===== src/sv/skmt_pkg.sv =====
package skmt_pkg;

	localparam int TABLE_DEPTH = 64;
	localparam int KEY_W       = 64;
	localparam int CNT_W       = $clog2(TABLE_DEPTH + 1);
	localparam int ECNT_W      = 7;

	localparam logic ACT_INSERT = 1'b0;
	localparam logic ACT_LOOKUP = 1'b1;

	localparam logic ST_DONE = 1'b0;
	localparam logic ST_FULL = 1'b1;

	typedef struct packed {
		logic             action;
		logic [KEY_W-1:0] key;
	} item_t;

	typedef struct packed {
		logic              found;
		logic              status;
		logic [ECNT_W-1:0] entry_count;
	} result_t;

	// command broadcast to every cell
	typedef struct packed {
		logic             ins;
		logic             look;
		logic [KEY_W-1:0] key;
	} cmd_t;

	// neighbor link, left cell to right cell
	typedef struct packed {
		logic [KEY_W-1:0] key;
		logic             gt;
		logic             occ;
	} link_t;

	typedef enum logic [2:0] {
		S_IDLE   = 3'b001,
		S_EXEC   = 3'b010,
		S_REDUCE = 3'b100
	} state_t;

	// count reported modulo 2**ECNT_W
	function automatic logic [ECNT_W-1:0] to_entry_count(input logic [CNT_W-1:0] cnt);
		logic [CNT_W+ECNT_W-1:0] ext;
		ext = {{ECNT_W{1'b0}}, cnt};
		return ext[ECNT_W-1:0];
	endfunction

endpackage


===== src/sv/skmt_cell.sv =====
module skmt_cell (
	input  logic             clk,
	input  logic             arst_n,
	input  skmt_pkg::cmd_t   cmd,
	input  logic             occ,
	input  skmt_pkg::link_t  left,
	output skmt_pkg::link_t  right,
	output logic             hit
);
	import skmt_pkg::*;

	logic [KEY_W-1:0] key_q;
	logic             hit_q;
	logic             gt;
	logic             at_end;

	// key above the new one: this cell shifts up; first free cell also takes a key
	assign gt     = occ && (key_q > cmd.key);
	assign at_end = !occ && left.occ;

	always_ff @(posedge clk) begin
		if (cmd.ins && (gt || at_end)) begin
			key_q <= left.gt ? left.key : cmd.key;
		end
	end

	always_ff @(posedge clk or negedge arst_n) begin
		if (!arst_n) begin
			hit_q <= 1'b0;
		end else begin
			hit_q <= cmd.look && occ && (key_q == cmd.key);
		end
	end

	assign right.key = key_q;
	assign right.gt  = gt;
	assign right.occ = occ;
	assign hit       = hit_q;

endmodule


===== config.mk =====
export PLATFORM = sky130hd
export DESIGN_NAME = skmt_cell
export DESIGN_NICKNAME = d
export VERILOG_FILES = /design/src/sv/skmt_pkg.sv /design/src/sv/skmt_cell.sv
export SDC_FILE = /design/constraint.sdc
export NUM_CORES = 1
export LEC_CHECK = 0
export BUFFER_PORTS_ARGS = -buffer_cell sky130_fd_sc_hd__buf_2
export CAP_MARGIN = 10
export CORE_ASPECT_RATIO = 0.9
export CORE_MARGIN = 1.5
export CORE_UTILIZATION = 45
export DETAILED_ROUTE_END_ITERATION = 6
export PLACE_DENSITY = 0.84
export SKIP_LAST_GASP = 1
export SYNTH_ARGS = -nofsm -noshare
export SYNTH_HDL_FRONTEND = slang
export SYNTH_SLANG_ARGS = --single-unit

===== constraint.sdc =====
create_clock -name clk -period 9.61 [get_ports clk]
set_input_delay 1.4415 -clock clk [delete_from_list [all_inputs] [get_ports clk]]
set_output_delay 1.4415 -clock clk [all_outputs]
set_load 0.05 [all_outputs]

# Yosys cells after proc, flatten, opt, wreduce, memory -nomap -nowiden
# Cells that the tools add are included.
[totals]
elab_cells = 12
ff_bits = 65
out_inout_bits = 67
inputBits = 135
[classes]
magnitude_cmp = 1
eq_ne = 1
reduce_logical = 7
mux = 1
[ops]
columns = ["cell", "n"]
rows = [
  ["$eq A64 B64 Y1", 1],
  ["$gt A64 B64 Y1", 1],
  ["$mux W64", 1],
  ["$logic_and A1 B1 Y1", 5],
  ["$logic_not A1 Y1", 1],
  ["$logic_or A1 B1 Y1", 1],
]

# Logic depth before layout (Yosys ltp)
# Gate-level depths: netlist (run 1).
[depth]
word_depth = 4
mapped_depth = 9
ltp_nobuf = 9

# Least setup slack after synthesis (run 1)
# OpenSTA, ideal clock, no wires.
[synth_timing]
path_type = "input to register"
startpoint = "in cmd[14] (netlist name)"
endpoint = "reg key_q[0], enable pin"
arrival_ns = 4.355
n_path_buf = 0
setup_ns = 0.427
cell_stages = 8
path_slack_ns = 4.829
required_ns = 9.183
cell_sequence = "inv_1 > ha_1 > nand4_1 > or4_1 > o221ai_1 > a41oi_1 > a21oi_2 > o21a_1"
[synth_between]
elab_chain_cells = 4
[synth_rtl]
columns = ["element", "line", "source"]
rows = [
  ["from (decl)", "skmt_cell.sv:4", "input skmt_pkg::cmd_t cmd,"],
  ["$gt A64 B64 Y1", "skmt_cell.sv:18", "assign gt = occ && (key_q > cmd.key);"],
  ["$logic_and A1 B1 Y1", "skmt_cell.sv:18", ""],
  ["via gt", "skmt_cell.sv:14", "logic gt;"],
  ["$logic_or A1 B1 Y1", "skmt_cell.sv:22", "if (cmd.ins && (gt || at_end)) begin"],
  ["$logic_and A1 B1 Y1", "skmt_cell.sv:22", ""],
  ["to (signal assigned)", "skmt_cell.sv:23", "key_q <= left.gt ? left.key : cmd.key;"],
  ["to (decl)", "skmt_cell.sv:12", "logic [KEY_W-1:0] key_q;"],
]
# The timed path passes the listed nets, and every way through them passes these cells.
# A chain may end at the register's enable or synchronous reset.

==> flow_metrics.env, run 1 <==
export IMPL_status="completed"
export IMPL_arrival_ps=3660
export IMPL_synthMostInstantiatedCell="nand2_1"
export IMPL_worstReg2RegStart="key_q[58]"
export IMPL_die_w_um=105
export IMPL_cp_cell_sequence="buf_2 -> inv_1 -> ha_1 -> nand4_1 -> nor4_1 -> nand3_1 -> or4_4 -> nand2_2 -> a21oi_2 -> buf_2"
export IMPL_clk_latency_ps=330
export IMPL_place_gp_congestion=0.875
export IMPL_cp_max_fo=3
export IMPL_synth_cells=443
export IMPL_postSynthAreaPerCell_um2=9.52
export IMPL_cp_end_kind="output pin"
export IMPL_cts_tree="built"
export IMPL_cts_sinks=65
export IMPL_seqCellArea_um2=1950
export IMPL_vias=3901
export IMPL_yosysSeqAreaShare_pct=46.2
export IMPL_grt_pass1_wl_um=17300
export IMPL_cts_max_level=3
export IMPL_yosys_warnings=0
export IMPL_postCtsHoldBufs=0
export IMPL_cp_depth=10
export IMPL_criticalPathCategory="in -> out"
export IMPL_yosysTopAreaCell="edfxtp_1"
export IMPL_synth_cell_types=31
export IMPL_via_per_inst=5.09
export IMPL_cts_resized=0
export IMPL_hold_viol_final=0
export IMPL_met3_length_um=521
export IMPL_ys_top_cells_by_area="edfxtp_1 46%, ha_1 19%, o21ai_0 8.7%"
export IMPL_numPortBuffers=201
export IMPL_rows=33
export IMPL_area_delta_synth_final_pct=30.3
export IMPL_synth_top_area_share_pct=45.6
export IMPL_critPathSlowestCell="nor4_1"
export IMPL_path_clk_slew_ps=70
export IMPL_grt_setup_unrepaired="no"
export IMPL_firstDrtPassIters=4
export IMPL_min_period_ps=5100
export IMPL_nNetsFinal=839
export IMPL_overflow=0
export IMPL_drive_gt1_share_pct=34.3
export IMPL_route_detailed_drc=0
export IMPL_first_iter_violations=220
export IMPL_synth_common_cells="80 x nand2_1, 73 x o21ai_0, 67 x inv_1"
export IMPL_cts_root_buf="clkbuf_8"
export IMPL_cp_required_ps=8170
export IMPL_finalCritPeriodShare_pct=53.1
export IMPL_ir_drop_mv=0.0675
export IMPL_syn_num_nets=642
export IMPL_critPathBufInv=3
export IMPL_critPathLaunchType="input pin"
export IMPL_cpPeakStageDelay_ps=580
export IMPL_multi_input_area_um2=1950
export IMPL_antenna_found_initial=0
export IMPL_postCtsSetupBuffers=0
export IMPL_drt_met1_wl_um=4650
export IMPL_place_hpwl_um=8580
export IMPL_core_area_um2=9130
export IMPL_numCtsBuffers=9
export IMPL_dieHeight_um=94.8
export IMPL_clock_path_buffers=2
export IMPL_clock_skew_ps=11.8
export IMPL_syn_area_um2=4220
export IMPL_critPathTopFamily="simple AND/OR/NAND/NOR gates"
export IMPL_relSlewSlack_pct=30.0
export IMPL_setup_tns_final_ps=0
export IMPL_tightestPinTransition_ps=1050
export IMPL_synth_edff_count=64
export IMPL_async_reset_ff_share_pct=1.54
export IMPL_final_util_pct=60.2
export IMPL_grtUsageTotal_pct=21.7
export IMPL_fmax_mhz=196
export IMPL_crit_start="cmd[58]"
export IMPL_setup_viol=0
export IMPL_r2r_cells=9
export IMPL_ys_flop_type="edfxtp_1"
export IMPL_ys_ff_latch=65
export IMPL_drv_slew=0
export IMPL_start_util_pct=46.2
export IMPL_topRoutingLayerUsed="met4"
export IMPL_dieArea_um2=9960
export IMPL_met2WireLength_um=5530
export IMPL_n_antenna_cell=0
export IMPL_grt_max_degree=128
export IMPL_crit_end="right[1]"
export IMPL_rrSetupSlack_ps=6330
export IMPL_timing_max_cap_violations=0
export IMPL_wl_per_cell_um=14.2
export IMPL_pin_count=202
export IMPL_power_density_nw_per_um2=137
export IMPL_p_leak_nw=2.77
export IMPL_cp_common_cell="buf_2"
export IMPL_n_fill_cell=806
export IMPL_totalWireLength_um=10900
export IMPL_total_power_uw=752
export IMPL_r2r_end="key_q[37]"
export IMPL_worstHoldPathType="in -> async"
export IMPL_grt_pass1_vias=3822
export IMPL_final_antenna_net_count=0
layout make-up:
| class | instances | area share, % |
|---|---|---|
| multi-input cells | 295 | 35.5 |
| flip-flops and latches | 65 | 35.4 |
| repair buffers | 202 | 18.5 |
| inverters | 67 | 4.58 |
| well taps | 122 | 2.78 |
| clock buffers | 10 | 2.32 |
| clock inverters | 5 | 0.866 |
layout by cell type (no fill, tap or decap), types with 2 or more instances in the layout:
cell / Yosys / layout
nor4_1: 2 / 2
nor3_1: 2 / 2
buf_4: 2 / 2
clkbuf_8: 0 / 9
inv_1: 67 / 67
clkinv_2: 0 / 2
o21ai_0: 73 / 73
a221oi_1: 2 / 2
buf_2: 0 / 200
clkinv_1: 0 / 2
a21o_1: 4 / 4
nor2_1: 3 / 3
nand3_1: 7 / 7
edfxtp_1: 64 / 64
nand2_1: 80 / 80
ha_1: 64 / 64
nand4_1: 14 / 14
a21oi_1: 29 / 29
cells by family after synthesis:
family	Yosys count	share of synthesized area, %
buffers and inverters	83	7.57
DFF	65	46.2
muxes	1	0.267
and+or+nand+nor	113	11.9
adders and majority gates	64	19.0
AOI/OAI and AO/OA	117	15.1
registers in the layout, summed over array words and instances (netlist names):
signal,flops
hit,1
key_q,64
stage by stage:
stage / instances / area, um^2 / hold slack, ps / setup WS, ps
floorplan: 443 / 4220 / 1150 / 4830
global placement: 751 / 5320 / 871 / 4570
detailed placement: 751 / 5320 / 865 / 4480
CTS: 766 / 5490 / 859 / 4480
global route: 766 / 5490 / 851 / 4360
finish: 766 / 5490 / 876 / 4510
worst min-delay path by stage:
stage	startpoint	to	slack, ps	cells after the start
final	arst_n	hit	880	1
after global routing	arst_n	hit	850	1
after CTS	arst_n	hit	860	1
after detailed placement	key_q[1]	hit	860	4
after global placement	key_q[1]	hit	870	4
after floorplan	arst_n	hit	1150	0
per-layer routing:
layer / up-vias / global-route usage (%)
li1: 1957 / -
met1: 1776 / 26.9
met2: 150 / 38.8
met3: 18 / 2.97
met4: 0 / 8.33
met5: - / 0
where the power goes:
group | total [mW] | switching (mW) | internal (mW)
clock | 0.218 | 0.102 | 0.116
sequential | 0.342 | 0.00865 | 0.334
combinational | 0.192 | 0.127 | 0.0643
(Power assumes the default switching activity.)
==> run 2: changes to the inputs <==
Clock period 9.61 ns to 5.2 ns, I/O delays scaled along.
==> flow_metrics.env, run 2 (synthesis results as in run 1) <==
export IMPL_grt_util_met3_pct=3.38
export IMPL_n_fill_cell=794
export IMPL_final_antenna_net_count=0
export IMPL_status="completed"
export IMPL_grt_pass1_wl_um=16700
export IMPL_p_clk_share_pct=31.8
export IMPL_fin_area_um2=5530
export IMPL_multi_input_area_um2=1950
export IMPL_preCtsSetupSlack_ps=1330
export IMPL_tightestPinTransition_ps=1030
export IMPL_final_common_cell="buf_2"
export IMPL_critPathBufInv=3
export IMPL_place_area_um2=5330
export IMPL_postCtsSetupBuffers=0
export IMPL_wl_per_cell_um=13.9
export IMPL_critPathLaunchType="input pin"
export IMPL_die_w_um=105
export IMPL_worstHoldPathType="in -> async"
export IMPL_internal_power_mw=1.01
export IMPL_cts_resized=0
export IMPL_seqCellArea_um2=1950
export IMPL_nNetsFinal=840
export IMPL_fmax_mhz=260
export IMPL_critPathSlowestCell="nor4_1"
export IMPL_route_detailed_drc=0
export IMPL_setup_viol=0
export IMPL_path_clk_slew_ps=70
export IMPL_critPathTopFamily="simple AND/OR/NAND/NOR gates"
export IMPL_cp_depth=10
export IMPL_clock_path_buffers=2
export IMPL_busiest_layer="met2"
export IMPL_final_cells=768
export IMPL_power_share_switching_pct=30.4
export IMPL_p_leak_nw=2.79
export IMPL_n_antenna_cell=0
export IMPL_antenna_found_initial=0
export IMPL_largest_register_ffs=64
export IMPL_first_iter_violations=210
export IMPL_place_hpwl_um=8550
export IMPL_grt_pass1_vias=3701
export IMPL_criticalPathCategory="in -> out"
export IMPL_firstDrtPassIters=4
export IMPL_cts_sinks=65
export IMPL_largest_register="key_q"
export IMPL_totalWireLength_um=10700
export IMPL_ir_drop_mv=0.150
export IMPL_pin_count=202
export IMPL_dieHeight_um=94.8
export IMPL_cpPeakStageDelay_ps=630
export IMPL_dieArea_um2=9960
export IMPL_arrival_ps=3060
export IMPL_worst_slack_ps=1360
export IMPL_grt_setup_unrepaired="no"
export IMPL_drive_gt1_share_pct=34.4
export IMPL_power_density_nw_per_um2=261
export IMPL_cp_required_ps=4420
export IMPL_layout_common_cells="200 x buf_2, 80 x nand2_1, 73 x o21ai_0"
export IMPL_grtUsageTotal_pct=21.1
export IMPL_postCtsHoldBufs=0
export IMPL_area_delta_synth_final_pct=31.2
export IMPL_vias=3875
export IMPL_min_period_ps=3840
export IMPL_dp_cells=752
export IMPL_cp_max_fo=3
export IMPL_numPortBuffers=201
export IMPL_grt_max_degree=128
export IMPL_r2r_cells=9
export IMPL_timing_max_cap_violations=0
export IMPL_crit_start="cmd[63]"
export IMPL_comb_power_share_pct=24.4
export IMPL_drv_slew=0
export IMPL_worstReg2RegStart="key_q[63]"
export IMPL_rows=33
export IMPL_setup_tns_final_ps=0
export IMPL_clk_latency_ps=340
export IMPL_total_power_mw=1.45
export IMPL_place_gp_congestion=0.850
export IMPL_cp_common_cell="buf_2"
export IMPL_grt_use_met1_pct=25.6
export IMPL_rrSetupSlack_ps=1810
export IMPL_cts_tree="built"
export IMPL_relSlewSlack_pct=31.6
export IMPL_cts_root_buf="clkbuf_8"
export IMPL_p_sw_uw=440
export IMPL_use_met2_pct=37.5
export IMPL_cp_end_kind="output pin"
export IMPL_cts_max_level=3
export IMPL_cp_cell_sequence="buf_2 -> inv_1 -> ha_1 -> nand4_1 -> nor4_1 -> nand3_1 -> or4_4 -> nand2_2 -> a21oi_2 -> buf_2"
export IMPL_finalCritPeriodShare_pct=73.8
export IMPL_hold_viol_final=0
export IMPL_r2r_end="key_q[35]"
export IMPL_core_area_um2=9130
export IMPL_numCtsBuffers=9
export IMPL_final_util_pct=60.6
export IMPL_start_util_pct=46.2
export IMPL_p_seq_share_pct=43.8
export IMPL_via_per_inst=5.05
export IMPL_overflow=0
export IMPL_whs_ps=213
export IMPL_clock_skew_ps=14.6
-- run 2: cell types whose count changed in the layout (fill, tap and decap cells not counted), sizes merged --
cell    change
buf         +1
bufinv      +1
clkbuf      +3
clkinv      -3
-- run 2: area by class of cell --
| cell class | instances | share of cell area (%) |
|---|---|---|
| flip-flops and latches | 65 | 35.2 |
| repair buffers | 203 | 18.5 |
| clock buffers | 13 | 2.51 |
| clock inverters | 3 | 1.18 |
| well taps | 122 | 2.76 |
| inverters | 67 | 4.55 |
| multi-input cells | 295 | 35.3 |
-- run 2: how the worst max path moves through the flow --
stage	to	slack [ps]
after floorplan	key_q[0]	1080
after global placement	key_q[18]	1490
after detailed placement	key_q[44]	1330
after CTS	right[1]	1330
after global routing	right[1]	1210
final	right[1]	1360
-- run 2: worst reg2reg max path, stage by stage, from the launching register on --
cell	delay, ps
edfxtp_1	430
ha_1	340
nand4_1	160
nor4_1	630
nand3_1	170
or4_4	530
nand2_2	90
a21oi_2	40
o21a_2	390
buf_4	320
-- run 2: power by group through the flow --
stage,clock [mW],combinational [mW],sequential (mW)
floorplan,0,0.140,0.738
global placement,0,0.343,0.642
detailed placement,0,0.352,0.644
CTS,0.464,0.355,0.633
global route,0.489,0.390,0.636
finish,0.460,0.352,0.633
-- run 2: per-layer routing --
layer	vias up	wire (um)
met5	-	0
met2	143	5380
met4	0	283
li1	1960	-
met1	1742	4480
met3	30	542
==> run 3: changes to the inputs <==
Settings changed: CORE_UTILIZATION 45 to 43.
Clock period 5.2 ns to 3.4 ns, I/O delays scaled along.
==> flow_metrics.env, run 3 (synthesis results as in run 1) <==
export IMPL_rows=34
export IMPL_numCtsBuffers=9
export IMPL_layout_common_cells="200 x buf_2, 80 x nand2_1, 73 x o21ai_0"
export IMPL_cts_root_buf="clkbuf_8"
export IMPL_criticalPathCategory="reg -> out"
export IMPL_wl_per_cell_um=14.2
export IMPL_grt_pass1_vias=3958
export IMPL_whs_ps=404
export IMPL_final_antenna_net_count=0
export IMPL_start_util_pct=43.8
export IMPL_worstHoldPathType="in -> reg"
export IMPL_finalCritPeriodShare_pct=97.9
export IMPL_grt_setup_unrepaired="no"
export IMPL_min_path_cells=3
export IMPL_worst_slack_ps=72.8
export IMPL_totalWireLength_um=11000
export IMPL_dieHeight_um=96.9
export IMPL_clk_latency_ps=330
export IMPL_grt_pass1_wl_um=17500
export IMPL_grtUsageTotal_pct=20.8
export IMPL_pin_count=202
export IMPL_route_detailed_drc=0
export IMPL_p_leak_nw=2.80
export IMPL_firstDrtPassIters=5
export IMPL_status="completed"
export IMPL_ir_drop_mv=0.192
export IMPL_setup_tns_final_ps=0
export IMPL_largest_register="key_q"
export IMPL_arrival_ps=2820
export IMPL_drv_slew=0
export IMPL_postCtsSetupBuffers=0
export IMPL_largest_register_ffs=64
export IMPL_rrSetupSlack_ps=370
export IMPL_grt_max_degree=104
export IMPL_clock_skew_ps=15.5
export IMPL_cts_sinks=65
export IMPL_hold_viol_final=0
export IMPL_clock_path_buffers=2
export IMPL_relSlewSlack_pct=42.0
export IMPL_place_gp_congestion=0.806
export IMPL_tightestPinTransition_ps=870
export IMPL_overflow=0
export IMPL_cp_required_ps=2890
export IMPL_critPathLaunchType="register"
export IMPL_cp_max_fo=4
export IMPL_setup_viol=0
export IMPL_area_delta_synth_final_pct=31.6
export IMPL_n_antenna_cell=0
export IMPL_via_per_inst=5.08
export IMPL_vias=3930
export IMPL_cts_max_level=3
export IMPL_numPortBuffers=201
export IMPL_antenna_found_initial=0
export IMPL_die_w_um=107
export IMPL_core_area_um2=9610
export IMPL_final_common_cell="buf_2"
export IMPL_timing_max_cap_violations=0
export IMPL_min_period_ps=3330
export IMPL_nNetsFinal=843
export IMPL_power_density_nw_per_um2=384
export IMPL_place_hpwl_um=8630
export IMPL_cts_tree="built"
export IMPL_cp_end_kind="output pin"
export IMPL_fmax_mhz=301
export IMPL_path_clk_slew_ps=70
export IMPL_dieArea_um2=10400
export IMPL_first_iter_violations=161
export IMPL_drive_gt1_share_pct=34.7
export IMPL_preCtsSetupSlack_ps=135
export IMPL_r2r_cells=9
==> run 3: changes by cell type in the layout (fill, tap and decap cells not counted) <==
cell	before	now
clkbuf_1	4	1
bufinv_16	2	1
nor4_2	1	2
dlygate4sd3_1	0	1
buf_12	0	1
nor4_1	2	1
clkinv_2	1	2
clkinv_1	0	2
buf_4	3	4
==> run 3: through the flow <==
step | cells | cell area (um^2) | total power, mW | util (%)
after floorplan | 443 | 4220 | 1.34 | -
after global placement | 758 | 5360 | 1.51 | 55.7
after detailed placement | 758 | 5360 | 1.53 | 55.7
after CTS | 774 | 5540 | 2.14 | 57.7
after global routing | 774 | 5550 | 2.23 | 57.7
final | 774 | 5550 | 2.13 | 57.7
==> run 3: routing by layer <==
metal / vias up / GRT usage, % / wire length (um)
li1: 1962 / - / -
met5: - / 0 / 0
met4: 0 / 6.38 / 161
met1: 1791 / 26.3 / 4790
met3: 17 / 2.83 / 651
met2: 160 / 36.7 / 5410
==> run 3: final timing paths <==
path	from	to
worst max-delay path	key_q[30]	right[1]
worst min-delay path	cmd[64]	hit
worst max register to register	key_q[30]	key_q[38]
worst min register to register	key_q[1]	hit
max in group asynchronous	arst_n	hit
min in group asynchronous	arst_n	hit
==> run 3: where the power goes <==
| part | leakage (nW) | switching, mW | internal, mW | total [mW] |
|---|---|---|---|---|
| logic | 2.09 | 0.362 | 0.185 | 0.547 |
| registers | 0.614 | 0.0248 | 0.942 | 0.967 |
| clock network | 0.0910 | 0.288 | 0.328 | 0.616 |
==> run 3: area by class of cell <==
class	count	area [um^2]
timing repair buffer	206	1060
inverter	67	251
sequential	65	1950
multi-input combinational	295	1960
tap	126	158
fill	887	4070
clock inverter	5	47.5
clock buffer	10	128
==> run 3: critical path: stages (launching register included) <==
cell      delay [ps]
edfxtp_1         410
ha_1             340
nand4_1          210
nor4_1           530
nand3_1          150
or4_4            510
nand2_2           90
a21oi_2           40
buf_2            220
==> run 3: what timing repair did <==
| action | in CTS | in global routing |
|---|---|---|
| gates resized for setup | 0 | 1 |
| hold endpoints to repair | 1 | 0 |
| hold buffers | 1 | 0 |
| endpoints found under the setup margin | 0 | 1 |
